## config.mk

```make
export PLATFORM = sky130hd
export DESIGN_NAME = button_short_long_press_detector
export DESIGN_NICKNAME = d
export VERILOG_FILES = /design/src/rtl/core/bslp_pkg.sv /design/src/rtl/core/bslp_lane.sv /design/src/rtl/core/bslp_merge.sv /design/src/rtl/core/bslp_out_buf.sv /design/src/rtl/core/button_short_long_press_detector.sv
export SDC_FILE = /design/constraint.sdc
export NUM_CORES = 1
export LEC_CHECK = 0
export BUFFER_PORTS_ARGS = -buffer_cell sky130_fd_sc_hd__buf_2
export CORE_MARGIN = 2
export CORE_UTILIZATION = 57
export DETAILED_ROUTE_END_ITERATION = 6
export GPL_TIMING_DRIVEN = 0
export HOLD_SLACK_MARGIN = 0.08
export PLACE_DENSITY = 0.78
export SYNTH_ARGS = -nofsm -noshare
export SYNTH_HDL_FRONTEND = slang
export SYNTH_SLANG_ARGS = --single-unit
export TNS_END_PERCENT = 30
```

## constraint.sdc

```tcl
create_clock -name aclk -period 4.8 [get_ports aclk]
set_clock_uncertainty 0.1 [all_clocks]
set_input_delay 0.72 -clock aclk [delete_from_list [all_inputs] [get_ports aclk]]
set_output_delay 0.72 -clock aclk [all_outputs]
set_load 0.02 [all_outputs]
```

## src/rtl/core/bslp_pkg.sv

```systemverilog
// ----------------------------------------------------------------------------
// bslp_pkg
// shared types and constants of the button short/long press detector
// ----------------------------------------------------------------------------
`default_nettype none

package bslp_pkg;

    localparam int CHANNELS_DEF    = 8;
    localparam int COUNT_WIDTH_DEF = 16;

    localparam int FUNC_W     = 2;
    localparam int CHAN_W     = 3;
    localparam int LEVELS_W   = 8;
    localparam int CODE_W     = 2;
    localparam int S_TDATA_W  = 16;
    localparam int M_TDATA_W  = 8;

    localparam int CFG_DATA_W = 32;
    localparam int CFG_ADDR_W = 4;
    localparam int CU_W       = 4;
    localparam int ACT_W      = 8;
    localparam int THR_REG_W  = 16;

    typedef enum logic [FUNC_W-1:0] {
        FUNC_TICK         = 2'd0,
        FUNC_READ         = 2'd1,
        FUNC_READ_EDGE    = 2'd2,
        FUNC_READ_RELEASE = 2'd3
    } func_t;

    typedef enum logic [CODE_W-1:0] {
        CODE_RELEASED = 2'd0,
        CODE_SHORT    = 2'd1,
        CODE_LONG     = 2'd2,
        CODE_FAULT    = 2'd3
    } code_t;

    typedef enum logic [1:0] {
        REG_CHANNELS_USED = 2'd0,
        REG_ACTIVE_LEVELS = 2'd1,
        REG_SHORT_COUNT   = 2'd2,
        REG_LONG_COUNT    = 2'd3
    } cfg_reg_t;

    typedef struct packed {
        logic tick;
        logic clr_edge;
        logic clr_release;
        logic clear;
    } lane_ctrl_t;

    typedef struct packed {
        code_t mode;
        code_t edge_evt;
        code_t rel_evt;
    } lane_status_t;

endpackage

`default_nettype wire

```

## src/rtl/core/bslp_lane.sv

```systemverilog
// ----------------------------------------------------------------------------
// bslp_lane
// per-channel press qualifier: hold counter, press mode and latched events
// ----------------------------------------------------------------------------
`default_nettype none

module bslp_lane #(
    parameter int COUNT_WIDTH = bslp_pkg::COUNT_WIDTH_DEF
) (
    input  wire                     aclk,
    input  wire                     aresetn,
    input  bslp_pkg::lane_ctrl_t    ctrl,
    input  wire                     level,
    input  wire                     active,
    input  wire  [COUNT_WIDTH-1:0]  short_thr,
    input  wire  [COUNT_WIDTH-1:0]  long_thr,
    input  wire                     long_off,
    output bslp_pkg::lane_status_t  status
);

    bslp_pkg::code_t        mode_reg, mode_next;
    bslp_pkg::code_t        edge_reg, edge_next;
    bslp_pkg::code_t        rel_reg, rel_next;
    logic [COUNT_WIDTH-1:0] cnt_reg, cnt_next;
    logic [COUNT_WIDTH-1:0] cnt_inc;
    logic                   held;

    assign held    = (level == active);
    assign cnt_inc = (&cnt_reg) ? cnt_reg : cnt_reg + 1'b1;

    always_comb begin
        mode_next = mode_reg;
        edge_next = edge_reg;
        rel_next  = rel_reg;
        cnt_next  = cnt_reg;
        if (ctrl.clear) begin
            mode_next = bslp_pkg::CODE_RELEASED;
            edge_next = bslp_pkg::CODE_RELEASED;
            rel_next  = bslp_pkg::CODE_RELEASED;
            cnt_next  = '0;
        end else begin
            if (ctrl.tick) begin
                case (mode_reg)
                    bslp_pkg::CODE_RELEASED: begin
                        if (held) begin
                            cnt_next = cnt_inc;
                            if (cnt_inc >= short_thr) begin
                                mode_next = bslp_pkg::CODE_SHORT;
                            end
                        end else begin
                            cnt_next = '0;
                        end
                    end
                    bslp_pkg::CODE_SHORT: begin
                        if (held) begin
                            cnt_next = cnt_inc;
                            if (!long_off && cnt_inc >= long_thr) begin
                                mode_next = bslp_pkg::CODE_LONG;
                                edge_next = bslp_pkg::CODE_LONG;
                                cnt_next  = '0;
                            end
                        end else begin
                            mode_next = bslp_pkg::CODE_RELEASED;
                            cnt_next  = '0;
                            rel_next  = bslp_pkg::CODE_SHORT;
                            edge_next = bslp_pkg::CODE_SHORT;
                        end
                    end
                    default: begin
                        if (!held) begin
                            mode_next = bslp_pkg::CODE_RELEASED;
                            cnt_next  = '0;
                            rel_next  = bslp_pkg::CODE_LONG;
                        end
                    end
                endcase
            end
            if (ctrl.clr_edge) begin
                edge_next = bslp_pkg::CODE_RELEASED;
            end
            if (ctrl.clr_release) begin
                rel_next = bslp_pkg::CODE_RELEASED;
            end
        end
    end

    always_ff @(posedge aclk) begin
        if (!aresetn) begin
            mode_reg <= bslp_pkg::CODE_RELEASED;
            edge_reg <= bslp_pkg::CODE_RELEASED;
            rel_reg  <= bslp_pkg::CODE_RELEASED;
            cnt_reg  <= '0;
        end else begin
            mode_reg <= mode_next;
            edge_reg <= edge_next;
            rel_reg  <= rel_next;
            cnt_reg  <= cnt_next;
        end
    end

    assign status.mode     = mode_reg;
    assign status.edge_evt = edge_reg;
    assign status.rel_evt  = rel_reg;

    // press mode never holds the fault code
    a_mode_not_fault: assert property (@(posedge aclk) disable iff (!aresetn)
        mode_reg != bslp_pkg::CODE_FAULT)
        else $error("lane press mode holds fault code");

    // a long edge event appears together with the long press mode
    a_long_edge_mode: assert property (@(posedge aclk) disable iff (!aresetn)
        (edge_reg == bslp_pkg::CODE_LONG && $past(edge_reg) != bslp_pkg::CODE_LONG)
        |-> mode_reg == bslp_pkg::CODE_LONG)
        else $error("long edge event without long press");

endmodule

`default_nettype wire

```

## src/rtl/core/bslp_merge.sv

```systemverilog
// ----------------------------------------------------------------------------
// bslp_merge
// selects the addressed lane and resolves the read code
// ----------------------------------------------------------------------------
`default_nettype none

module bslp_merge #(
    parameter int CHANNELS = bslp_pkg::CHANNELS_DEF
) (
    input  bslp_pkg::lane_status_t           status [CHANNELS],
    input  wire  [bslp_pkg::CHAN_W-1:0]      channel,
    input  bslp_pkg::func_t                  func,
    input  wire                              ch_ok,
    output bslp_pkg::code_t                  code
);

    bslp_pkg::lane_status_t sel;

    always_comb begin
        sel = '0;
        for (int i = 0; i < CHANNELS; i++) begin
            if (32'(channel) == i) begin
                sel = status[i];
            end
        end
        case (func)
            bslp_pkg::FUNC_READ:         code = sel.mode;
            bslp_pkg::FUNC_READ_EDGE:    code = sel.edge_evt;
            bslp_pkg::FUNC_READ_RELEASE: code = sel.rel_evt;
            default:                     code = sel.mode;
        endcase
        if (!ch_ok) begin
            code = bslp_pkg::CODE_FAULT;
        end
    end

endmodule

`default_nettype wire

```

## src/rtl/core/bslp_out_buf.sv

```systemverilog
// ----------------------------------------------------------------------------
// bslp_out_buf
// output register with one skid entry for the result stream
// ----------------------------------------------------------------------------
`default_nettype none

module bslp_out_buf (
    input  wire                              aclk,
    input  wire                              aresetn,
    input  wire                              in_valid,
    input  bslp_pkg::code_t                  in_code,
    output logic                             in_ready,
    output logic                             m_tvalid,
    input  wire                              m_tready,
    output logic [bslp_pkg::M_TDATA_W-1:0]   m_tdata    // [1:0] state_code
);

    logic            out_valid_reg, out_valid_next;
    logic            skid_valid_reg, skid_valid_next;
    bslp_pkg::code_t out_code_reg, out_code_next;
    bslp_pkg::code_t skid_code_reg, skid_code_next;
    logic            out_fire;

    assign out_fire = out_valid_reg && m_tready;
    assign in_ready = !skid_valid_reg;

    always_comb begin
        out_valid_next  = out_valid_reg;
        skid_valid_next = skid_valid_reg;
        out_code_next   = out_code_reg;
        skid_code_next  = skid_code_reg;
        if (out_fire) begin
            out_valid_next = 1'b0;
        end
        if (skid_valid_reg) begin
            if (out_fire) begin
                out_valid_next  = 1'b1;
                out_code_next   = skid_code_reg;
                skid_valid_next = 1'b0;
            end
        end else if (in_valid) begin
            if (!out_valid_reg || out_fire) begin
                out_valid_next = 1'b1;
                out_code_next  = in_code;
            end else begin
                skid_valid_next = 1'b1;
                skid_code_next  = in_code;
            end
        end
    end

    always_ff @(posedge aclk) begin
        if (!aresetn) begin
            out_valid_reg  <= 1'b0;
            skid_valid_reg <= 1'b0;
        end else begin
            out_valid_reg  <= out_valid_next;
            skid_valid_reg <= skid_valid_next;
        end
        out_code_reg  <= out_code_next;
        skid_code_reg <= skid_code_next;
    end

    assign m_tvalid = out_valid_reg;
    assign m_tdata  = bslp_pkg::M_TDATA_W'(out_code_reg);

endmodule

`default_nettype wire

```

## src/rtl/core/button_short_long_press_detector.sv

```systemverilog
// ----------------------------------------------------------------------------
// button_short_long_press_detector
// debounced short/long press qualifier for up to CHANNELS button levels
// ----------------------------------------------------------------------------
// A transaction is taken every clock cycle while s_tready is high. A tick
// updates the enabled lanes in parallel in the cycle it is accepted and
// gives no result; a read gives one result on m_tdata through an output
// register with one skid entry, so s_tready drops only when both are full.
// User sets thresholds, channel count via APB port while idle; not enforced.
// ----------------------------------------------------------------------------
`default_nettype none

module button_short_long_press_detector #(
    parameter int CHANNELS    = bslp_pkg::CHANNELS_DEF,
    parameter int COUNT_WIDTH = bslp_pkg::COUNT_WIDTH_DEF
) (
    input  wire                                 aclk,
    input  wire                                 aresetn,
    // [1:0] func, [4:2] channel, [12:5] levels
    input  wire  [bslp_pkg::S_TDATA_W-1:0]      s_tdata,
    input  wire                                 s_tvalid,
    output logic                                s_tready,
    // [1:0] state_code
    output logic [bslp_pkg::M_TDATA_W-1:0]      m_tdata,
    output logic                                m_tvalid,
    input  wire                                 m_tready,
    input  wire                                 psel,
    input  wire                                 penable,
    input  wire                                 pwrite,
    input  wire  [bslp_pkg::CFG_ADDR_W-1:0]     paddr,
    input  wire  [bslp_pkg::CFG_DATA_W-1:0]     pwdata,
    output logic [bslp_pkg::CFG_DATA_W-1:0]     prdata,
    output logic                                pready
);

    localparam int THR_W = (COUNT_WIDTH < bslp_pkg::THR_REG_W) ?
                           COUNT_WIDTH : bslp_pkg::THR_REG_W;

    logic [bslp_pkg::CU_W-1:0]  cu_reg;
    logic [bslp_pkg::ACT_W-1:0] act_reg;
    logic [THR_W-1:0]           short_reg;
    logic [THR_W-1:0]           long_reg;

    bslp_pkg::cfg_reg_t         cfg_idx;
    logic                       cfg_wr;

    bslp_pkg::func_t                func;
    logic [bslp_pkg::CHAN_W-1:0]    channel;
    logic [bslp_pkg::LEVELS_W-1:0]  levels;
    logic                           s_fire;
    logic                           ch_ok;

    logic [COUNT_WIDTH-1:0] short_thr;
    logic [COUNT_WIDTH-1:0] long_raw;
    logic [COUNT_WIDTH-1:0] long_thr;
    logic                   long_off;

    bslp_pkg::lane_ctrl_t   lane_ctrl   [CHANNELS];
    bslp_pkg::lane_status_t lane_status [CHANNELS];
    bslp_pkg::code_t        rd_code;
    logic                   buf_ready;

    // configuration port
    assign pready  = 1'b1;
    assign cfg_idx = bslp_pkg::cfg_reg_t'(paddr[bslp_pkg::CFG_ADDR_W-1:2]);
    assign cfg_wr  = psel && penable && pwrite && pready;

    always_ff @(posedge aclk) begin
        if (!aresetn) begin
            cu_reg    <= '0;
            act_reg   <= '0;
            short_reg <= THR_W'(1);
            long_reg  <= '1;
        end else if (cfg_wr) begin
            case (cfg_idx)
                bslp_pkg::REG_CHANNELS_USED: cu_reg    <= pwdata[bslp_pkg::CU_W-1:0];
                bslp_pkg::REG_ACTIVE_LEVELS: act_reg   <= pwdata[bslp_pkg::ACT_W-1:0];
                bslp_pkg::REG_SHORT_COUNT:   short_reg <= pwdata[THR_W-1:0];
                bslp_pkg::REG_LONG_COUNT:    long_reg  <= pwdata[THR_W-1:0];
                default: ;
            endcase
        end
    end

    always_comb begin
        case (cfg_idx)
            bslp_pkg::REG_CHANNELS_USED: prdata = bslp_pkg::CFG_DATA_W'(cu_reg);
            bslp_pkg::REG_ACTIVE_LEVELS: prdata = bslp_pkg::CFG_DATA_W'(act_reg);
            bslp_pkg::REG_SHORT_COUNT:   prdata = bslp_pkg::CFG_DATA_W'(short_reg);
            bslp_pkg::REG_LONG_COUNT:    prdata = bslp_pkg::CFG_DATA_W'(long_reg);
            default:                     prdata = '0;
        endcase
    end

    // effective thresholds, shared by all lanes
    assign short_thr = (short_reg == '0) ? COUNT_WIDTH'(1) : COUNT_WIDTH'(short_reg);
    assign long_raw  = COUNT_WIDTH'(long_reg);
    assign long_thr  = (long_raw < short_thr) ? short_thr : long_raw;
    assign long_off  = &long_thr;

    // input transaction
    assign func    = bslp_pkg::func_t'(s_tdata[1:0]);
    assign channel = s_tdata[4:2];
    assign levels  = s_tdata[12:5];
    assign s_tready = buf_ready;
    assign s_fire   = s_tvalid && s_tready;
    assign ch_ok    = ({1'b0, channel} < cu_reg) && (32'(channel) < CHANNELS);

    for (genvar i = 0; i < CHANNELS; i++) begin : g_lane
        logic lvl;
        logic act;
        logic hit;

        if (i < bslp_pkg::LEVELS_W) begin : g_bit
            assign lvl = levels[i];
            assign act = act_reg[i];
        end else begin : g_none
            assign lvl = 1'b0;
            assign act = 1'b0;
        end

        assign hit = ch_ok && (32'(channel) == i);

        assign lane_ctrl[i].tick = s_fire && (func == bslp_pkg::FUNC_TICK) &&
                                   (i < int'(cu_reg));
        assign lane_ctrl[i].clr_edge = s_fire && hit &&
                                       ((func == bslp_pkg::FUNC_READ_EDGE) ||
                                        (func == bslp_pkg::FUNC_READ_RELEASE));
        assign lane_ctrl[i].clr_release = s_fire && hit &&
                                          (func == bslp_pkg::FUNC_READ_RELEASE);
        assign lane_ctrl[i].clear = cfg_wr && (cfg_idx == bslp_pkg::REG_CHANNELS_USED) &&
                                    (i >= int'(pwdata[bslp_pkg::CU_W-1:0]));

        bslp_lane #(
            .COUNT_WIDTH (COUNT_WIDTH)
        ) u_lane (
            .aclk      (aclk),
            .aresetn   (aresetn),
            .ctrl      (lane_ctrl[i]),
            .level     (lvl),
            .active    (act),
            .short_thr (short_thr),
            .long_thr  (long_thr),
            .long_off  (long_off),
            .status    (lane_status[i])
        );
    end

    bslp_merge #(
        .CHANNELS (CHANNELS)
    ) u_merge (
        .status  (lane_status),
        .channel (channel),
        .func    (func),
        .ch_ok   (ch_ok),
        .code    (rd_code)
    );

    bslp_out_buf u_out_buf (
        .aclk     (aclk),
        .aresetn  (aresetn),
        .in_valid (s_fire && (func != bslp_pkg::FUNC_TICK)),
        .in_code  (rd_code),
        .in_ready (buf_ready),
        .m_tvalid (m_tvalid),
        .m_tready (m_tready),
        .m_tdata  (m_tdata)
    );

    // a read always shows a result in the next cycle
    a_read_result: assert property (@(posedge aclk) disable iff (!aresetn)
        (s_fire && func != bslp_pkg::FUNC_TICK) |=> m_tvalid)
        else $error("read transaction gave no result");

    // a tick into an empty output stage leaves it empty
    a_tick_silent: assert property (@(posedge aclk) disable iff (!aresetn)
        (s_fire && func == bslp_pkg::FUNC_TICK && !m_tvalid) |=> !m_tvalid)
        else $error("tick transaction produced a result");

    // input stalls only while a result waits on the output
    a_stall_pending: assert property (@(posedge aclk) disable iff (!aresetn)
        !s_tready |-> m_tvalid)
        else $error("input stalled with empty output");

    // a fault code is only returned for a channel that is out of range
    a_fault_range: assert property (@(posedge aclk) disable iff (!aresetn)
        (s_fire && func != bslp_pkg::FUNC_TICK && ch_ok && !m_tvalid)
        |=> m_tdata[1:0] != bslp_pkg::CODE_FAULT)
        else $error("fault returned for enabled channel");

endmodule

`default_nettype wire
```

==> out/results.txt, run 1 <==
grt ovf -> 0
crit-path leading delay family -> compound AO/OA/AOI/OAI gates
Die Height -> 186 microns
final RePlAce weighted congestion -> 1.01
crit end category -> flip-flop
Final Non-Filler Cells -> 3032
headroom to the max-slew limit -> 20.8%
Root Driver -> clkbuf_16
CTS buffer count -> 28
Synth Cell Area -> 18900 sq um
Tmin final -> 5010 ps
global-route wire length before repair -> 102 mm
Final period util -> 104%
Iter 0 DRT Violations -> 2214
Hold Crit Class -> in2reg
cts hold-fix bufs -> 0
Max Cap Viol -> 0
drt via density -> 6.69
CP Launch Type -> flip-flop
largest net degree at the start of global routing -> 14
EDFF count, synth -> 4
Worst Path Required -> 5200 ps
row cnt -> 66
crit-path max cell delay -> 400 ps
worst setup margin -> -213 ps
Area growth syn-to-layout -> 20.3%
ys flop type -> dfxtp_1
placed cell count -> 2897
clk slew on worst S/H paths -> 60 ps
Worst-Margin Slew -> 1180 ps
GRT Total Usage -> 38.1%
Power, Total -> 4790 uW
area of the multi-input gates -> 14500 sq um
num ports -> 102
Max clock buf depth -> 3
asr flop ratio synth -> 0%
post-synthesis sequential area ratio -> 24.2%
H-tree Lvls -> 1
worst path cell trace -> clkinvlp_4 > ha_4 > nand4_1 > nor3_4 > o21ai_2 > o21ai_4 > buf_8 > buf_4 > nor2_2 > a21oi_4 > buf_12 > buf_4 > ha_1 > and4_1 > a21oi_2 > nand2_1 > a221o_1 > o311ai_2 > and2_4 > nand2_8 > buf_8 > o21ai_0 > a21o_1
TritonRoute pass-1 iters -> 7
Synth Register Bits -> 226
Yosys warning count -> 0
number of global-route vias before repair -> 18800
max reg flops -> 128
Fin. Hold Viols -> 0
Crit Path Category -> reg2reg
initial antenna violation count -> 2
die area -> 34600 sq um
HPWL after DPL -> 45.2 mm
Max VDD drop -> 0.312 mV
Post-route DRC -> 1
WL final -> 68.9 mm
Final Setup Violations -> 74
Core ar. -> 32500 sq um
Antenna Violating Nets Remaining -> 0
number of port buffers -> 52
crit-path max FO -> 8
proportion of layout cells with a drive suffix above 1 -> 17.0%
fillers -> 2516
insertion delay to the later sink of the worst-skew pair -> 570 ps
pwr dens -> 211 nW/um^2
CTS tree -> yes
status -> finished, violations left
synthesized instance count -> 2377
Initial Util -> 58.0%
crit path buf inv count -> 6
Die Wd -> 186 microns
Final nets -> 2899
CP max stage cell -> a221o_1
failing checks -> design-rule violations, negative setup slack
clock sinks -> 226
routed vias -> 20300
Sequential Area -> 4610 sq um
Cell variety after synth -> 87
Leakage -> 0.00970 uW
crit path DAT -> 5420 ps
per-cell routed wire length -> 22.7 microns
Max Slew Vio Count -> 0
Max Clk Rate -> 199 MHz
RSZ-0062 raised after global routing -> yes
Synth Area per Inst -> 7.93 sq um
==> worst register-to-register path, delay by kind of cell (launching register included) <==
family,cells,cell delay (ps)
compound gates,8,1760
fa+ha+maj,2,580
buf+inv,6,940
flops,1,390
simple gates,7,1180
==> final timing paths <==
kind / to / startpoint / cells past startpoint / slack, ps
worst max-delay path: g_lane[6].u_lane.cnt_reg[9] / short_reg[15] / 23 / -210
worst min-delay path: long_raw[8] / pwdata[8] / 3 / 300
worst max register to register: g_lane[6].u_lane.cnt_reg[9] / short_reg[15] / 23 / -210
worst min register to register: g_lane[7].u_lane.edge_reg[1] / g_lane[7].u_lane.edge_reg[1] / 2 / 380
==> routing by layer <==
metal	global-route usage [%]	wire, microns	vias to the layer above
met5	0	0	-
met1	45.7	25600	9487
met4	27.0	6260	0
li1	-	-	9146
met2	58.4	29000	1211
met3	10.9	7930	437
==> power breakdown <==
| group | switching [uW] | internal [uW] | leakage [uW] |
|---|---|---|---|
| registers | 21.2 | 1890 | 0.00183 |
| clock network | 886 | 1390 | 0.000489 |
| logic | 387 | 208 | 0.00738 |
==> cell type report <==
type | count | share of cell area [%]
sequential | 226 | 20.3
antenna | 2 | 0.0221
clock buffer | 38 | 3.57
inverter | 59 | 1.22
clock inverter | 13 | 0.744
timing repair buffer | 144 | 5.07
multi-input combinational | 1996 | 63.8
buffer | 112 | 2.82
tap | 442 | 2.44
==> placed cells by master (no fill, tap or decap), drive strengths merged, types with 28 or more instances in the layout <==
| master | n |
|---|---|
| ha | 273 |
| nand2 | 241 |
| nor2 | 232 |
| dfxtp | 222 |
| buf | 182 |
| a21oi | 160 |
| o21ai | 123 |
| nand3 | 114 |
| clkbuf | 112 |
| a21o | 71 |
| a22oi | 65 |
| xnor2 | 64 |
| nand4 | 61 |
| nor2b | 52 |
| nor3 | 51 |
| inv | 44 |
| mux2i | 36 |
| and3 | 34 |
| a31oi | 28 |
==> cells by family (layout without fill, tap and decap cells) <==
logic type / count (synthesis) / after routing / synth area share (%)
muxes: 56 / 56 / 3.34
adders and majority gates: 275 / 275 / 18.2
other: 2 / 25 / 0.0398
buffers and inverters: 176 / 366 / 4.04
AOI/OAI and AO/OA: 631 / 631 / 22.1
DFF: 226 / 226 / 24.2
xor gates and xnor gates: 85 / 85 / 3.95
and+or+nand+nor: 926 / 926 / 24.1
==> through the flow <==
step           setup TNS, ps  instance area [sq um]  util [%]  setup WS, ps  hold slack (ps)
2_1_floorplan              0                  19000         -          44.2              329
3_3_place_gp         -277320                  19800      60.9         -2110              358
3_5_place_dp         -224700                  19900      61.1         -1960              353
4_1_cts                -27.1                  21700      66.8         -18.8              274
5_1_grt               -17480                  22700      69.7          -312              291
6_report               -7270                  22700      69.7          -213              302
==> synthesized netlist by cell type (36+ instances only) <==
cell / count / area, sq um
inv_1: 59 / 221
a21oi_1: 159 / 796
nand4_1: 60 / 375
mux2i_1: 36 / 360
nand3_1: 114 / 571
nor2_1: 232 / 871
nor2b_1: 52 / 325
o21ai_0: 108 / 541
nor3_1: 50 / 250
a21o_1: 71 / 533
a22oi_1: 65 / 488
ha_1: 273 / 3420
xnor2_1: 64 / 561
nand2_1: 241 / 905
clkbuf_1: 84 / 315
dfxtp_1: 222 / 4440
==> timing repair <==
item | CTS | global route
setup buffers | 56 | 24
gates resized for setup | 101 | 166
pin swaps | 12 | 67
endpoints found under the setup margin | 160 | 145
gates cloned | 1 | 6
(Power assumes the default switching activity.)
==> run 2, diff against run 1 <==
--- a/config.mk
+++ b/config.mk
@@ -6,6 +6,7 @@
 export NUM_CORES = 1
 export LEC_CHECK = 0
 export BUFFER_PORTS_ARGS = -buffer_cell sky130_fd_sc_hd__buf_2
+export CORE_ASPECT_RATIO = 1.1
 export CORE_MARGIN = 2
 export CORE_UTILIZATION = 57
 export DETAILED_ROUTE_END_ITERATION = 6
==> constraint.sdc (replaced) <==
create_clock -name aclk -period 4.58 [get_ports aclk]
set_clock_uncertainty 0.1 [all_clocks]
set_input_delay 0.687 -clock aclk [delete_from_list [all_inputs] [get_ports aclk]]
set_output_delay 0.687 -clock aclk [all_outputs]
set_load 0.05 [all_outputs]
==> run 2 against run 1 <==
The flow finishes with violations (negative setup slack). Global-route usage down 0.80 points. Sequential share of layout area about the same. Flip-flop and latch count unchanged. Fmax is 0.61% lower. Via count is essentially flat. Combinational power up 13%. Largest cell class unchanged.
==> out/results.txt, run 2 (synthesized netlist as in run 1, its figures left out) <==
status -> finished, violations left
failing checks -> negative setup slack
Worst Path Required -> 4960 ps
RSZ-0062 raised after global routing -> yes
Post-route DRC -> 0
Max clock buf depth -> 3
CP Launch Type -> flip-flop
grt ovf -> 0
clock sinks -> 226
WL final -> 68.4 mm
Max VDD drop -> 0.277 mV
worst path cell trace -> inv_8 > ha_1 > a21oi_1 > nand2_1 > a221oi_4 > o21ai_4 > buf_8 > nor2_2 > a21oi_4 > ha_1 > nand3_1 > or4_4 > nor3_2 > nand2_1 > o311ai_1 > a31oi_1 > or2_1 > or3_4 > a2111oi_4
Fin. Hold Viols -> 0
num ports -> 102
Core ar. -> 32500 sq um
Root Driver -> clkbuf_16
crit-path max cell delay -> 540 ps
Setup WS pre-CTS -> -1830 ps
Hold Crit Class -> in2reg
Final period util -> 110%
largest net degree at the start of global routing -> 14
max reg flops -> 128
drt via density -> 6.70
CTS tree -> yes
final RePlAce weighted congestion -> 1.01
crit path DAT -> 5420 ps
most frequent cells in the layout -> ha_1, nand2_1, nor2_1, dfxtp_1, a21oi_1
Max Clk Rate -> 198 MHz
Die Wd -> 177 microns
Max Slew Vio Count -> 0
number of global-route vias before repair -> 19100
number of port buffers -> 52
die area -> 34600 sq um
H-tree Lvls -> 1
fillers -> 2468
Initial Util -> 58.1%
row cnt -> 69
Die Height -> 195 microns
routed vias -> 20300
insertion delay to the later sink of the worst-skew pair -> 580 ps
proportion of layout cells with a drive suffix above 1 -> 17.7%
Worst-Margin Slew -> 1060 ps
Crit Path Category -> reg2reg
initial antenna violation count -> 1
crit-path max FO -> 8
cts hold-fix bufs -> 0
global-route wire length before repair -> 102 mm
CP max stage cell -> or4_4
Iter 0 DRT Violations -> 1880
crit path buf inv count -> 2
Area growth syn-to-layout -> 20.6%
Antenna Violating Nets Remaining -> 0
crit end category -> flip-flop
per-cell routed wire length -> 22.6 microns
HPWL after DPL -> 44.8 mm
clk slew on worst S/H paths -> 70 ps
headroom to the max-slew limit -> 29.6%
Max Cap Viol -> 0
TritonRoute pass-1 iters -> 6
CTS buffer count -> 27
Final nets -> 2913
worst setup margin -> -464 ps
pwr dens -> 219 nW/um^2
Tmin final -> 5040 ps
GRT Total Usage -> 37.3%
crit-path leading delay family -> simple AND/OR/NAND/NOR gates
Power, Total -> 4990 uW
Final Setup Violations -> 119
Leakage -> 0.00974 uW
commonest non-fill, non-tap cell in the layout -> ha_1
[run 2: cell count changes in the layout (fill, tap and decap cells not counted), moves of 7 or more]
cell	previous run	this run
clkinvlp_4	15	8
a22oi_2	18	6
a22oi_1	47	59
nor3_2	3	10
o21ai_1	22	29
o21ai_0	92	84
buf_4	90	110
[run 2: final cells by class]
cell class	count	area [sq um]	share of cell area [%]
multi-input combinational	1996	14500	63.6
sequential	226	4630	20.4
timing repair buffer	161	1210	5.32
clock buffer	37	763	3.35
buffer	110	648	2.85
tap	426	533	2.34
inverter	59	329	1.45
clock inverter	11	163	0.715
antenna	2	5.00	0.0220
[run 2: routing by layer]
metal / GRT usage [%] / wire length [microns]
met3: 7.16 / 7350
met5: 0 / 12
met1: 46.4 / 25500
met2: 57.9 / 29700
met4: 25.5 / 5840
[run 2: final timing paths]
| kind | from | end | slack (ps) | depth (start not counted) |
|---|---|---|---|---|
| min | pwdata[11] | long_raw[11] | 230 | 3 |
| max reg2reg | short_reg[14] | g_lane[4].u_lane.edge_reg[1] | -460 | 19 |
| max | short_reg[14] | g_lane[4].u_lane.edge_reg[1] | -460 | 19 |
| min reg2reg | g_lane[1].u_lane.edge_reg[0] | g_lane[1].u_lane.edge_reg[0] | 380 | 2 |
[run 2: worst reg2reg max path: stages (launching register included)]
cell and delay [ps]:
dfxtp_4 380, inv_8 40, ha_1 340, a21oi_1 250, nand2_1 140, a221oi_4 380, o21ai_4 160, buf_8 190
nor2_2 170, a21oi_4 70, ha_1 300, nand3_1 110, or4_4 540, nor3_2 160, nand2_1 70, o311ai_1 340
a31oi_1 140, or2_1 300, or3_4 410, a2111oi_4 360
[run 2: power by group]
part,switching [uW],total (uW),internal (uW)
registers,23.0,2000,1980
logic,451,671,219
clock network,936,2320,1380
total,1410,4990,3580
[run 2: repair_timing]
| action | CTS | global route |
|---|---|---|
| resized for setup | 171 | 138 |
| endpoints found under the setup margin | 160 | 148 |
| setup buffers | 71 | 28 |
| cloned | 4 | 3 |
| pin swaps | 21 | 58 |
[run 2: metrics by stage]
| stage | instance area, sq um | util [%] | hold WS (ps) | std cells | TNS, ps |
|---|---|---|---|---|---|
| after global routing | 22700 | 70.1 | 264 | 3026 | -33810 |
| after floorplan | 19000 | - | 329 | 2398 | 0 |
| after CTS | 22000 | 67.9 | 234 | 3000 | -85.8 |
| after detailed placement | 19900 | 61.2 | 359 | 2879 | -226130 |
| final | 22800 | 70.1 | 233 | 3028 | -18150 |
| after global placement | 19800 | 61.1 | 365 | 2876 | -276600 |
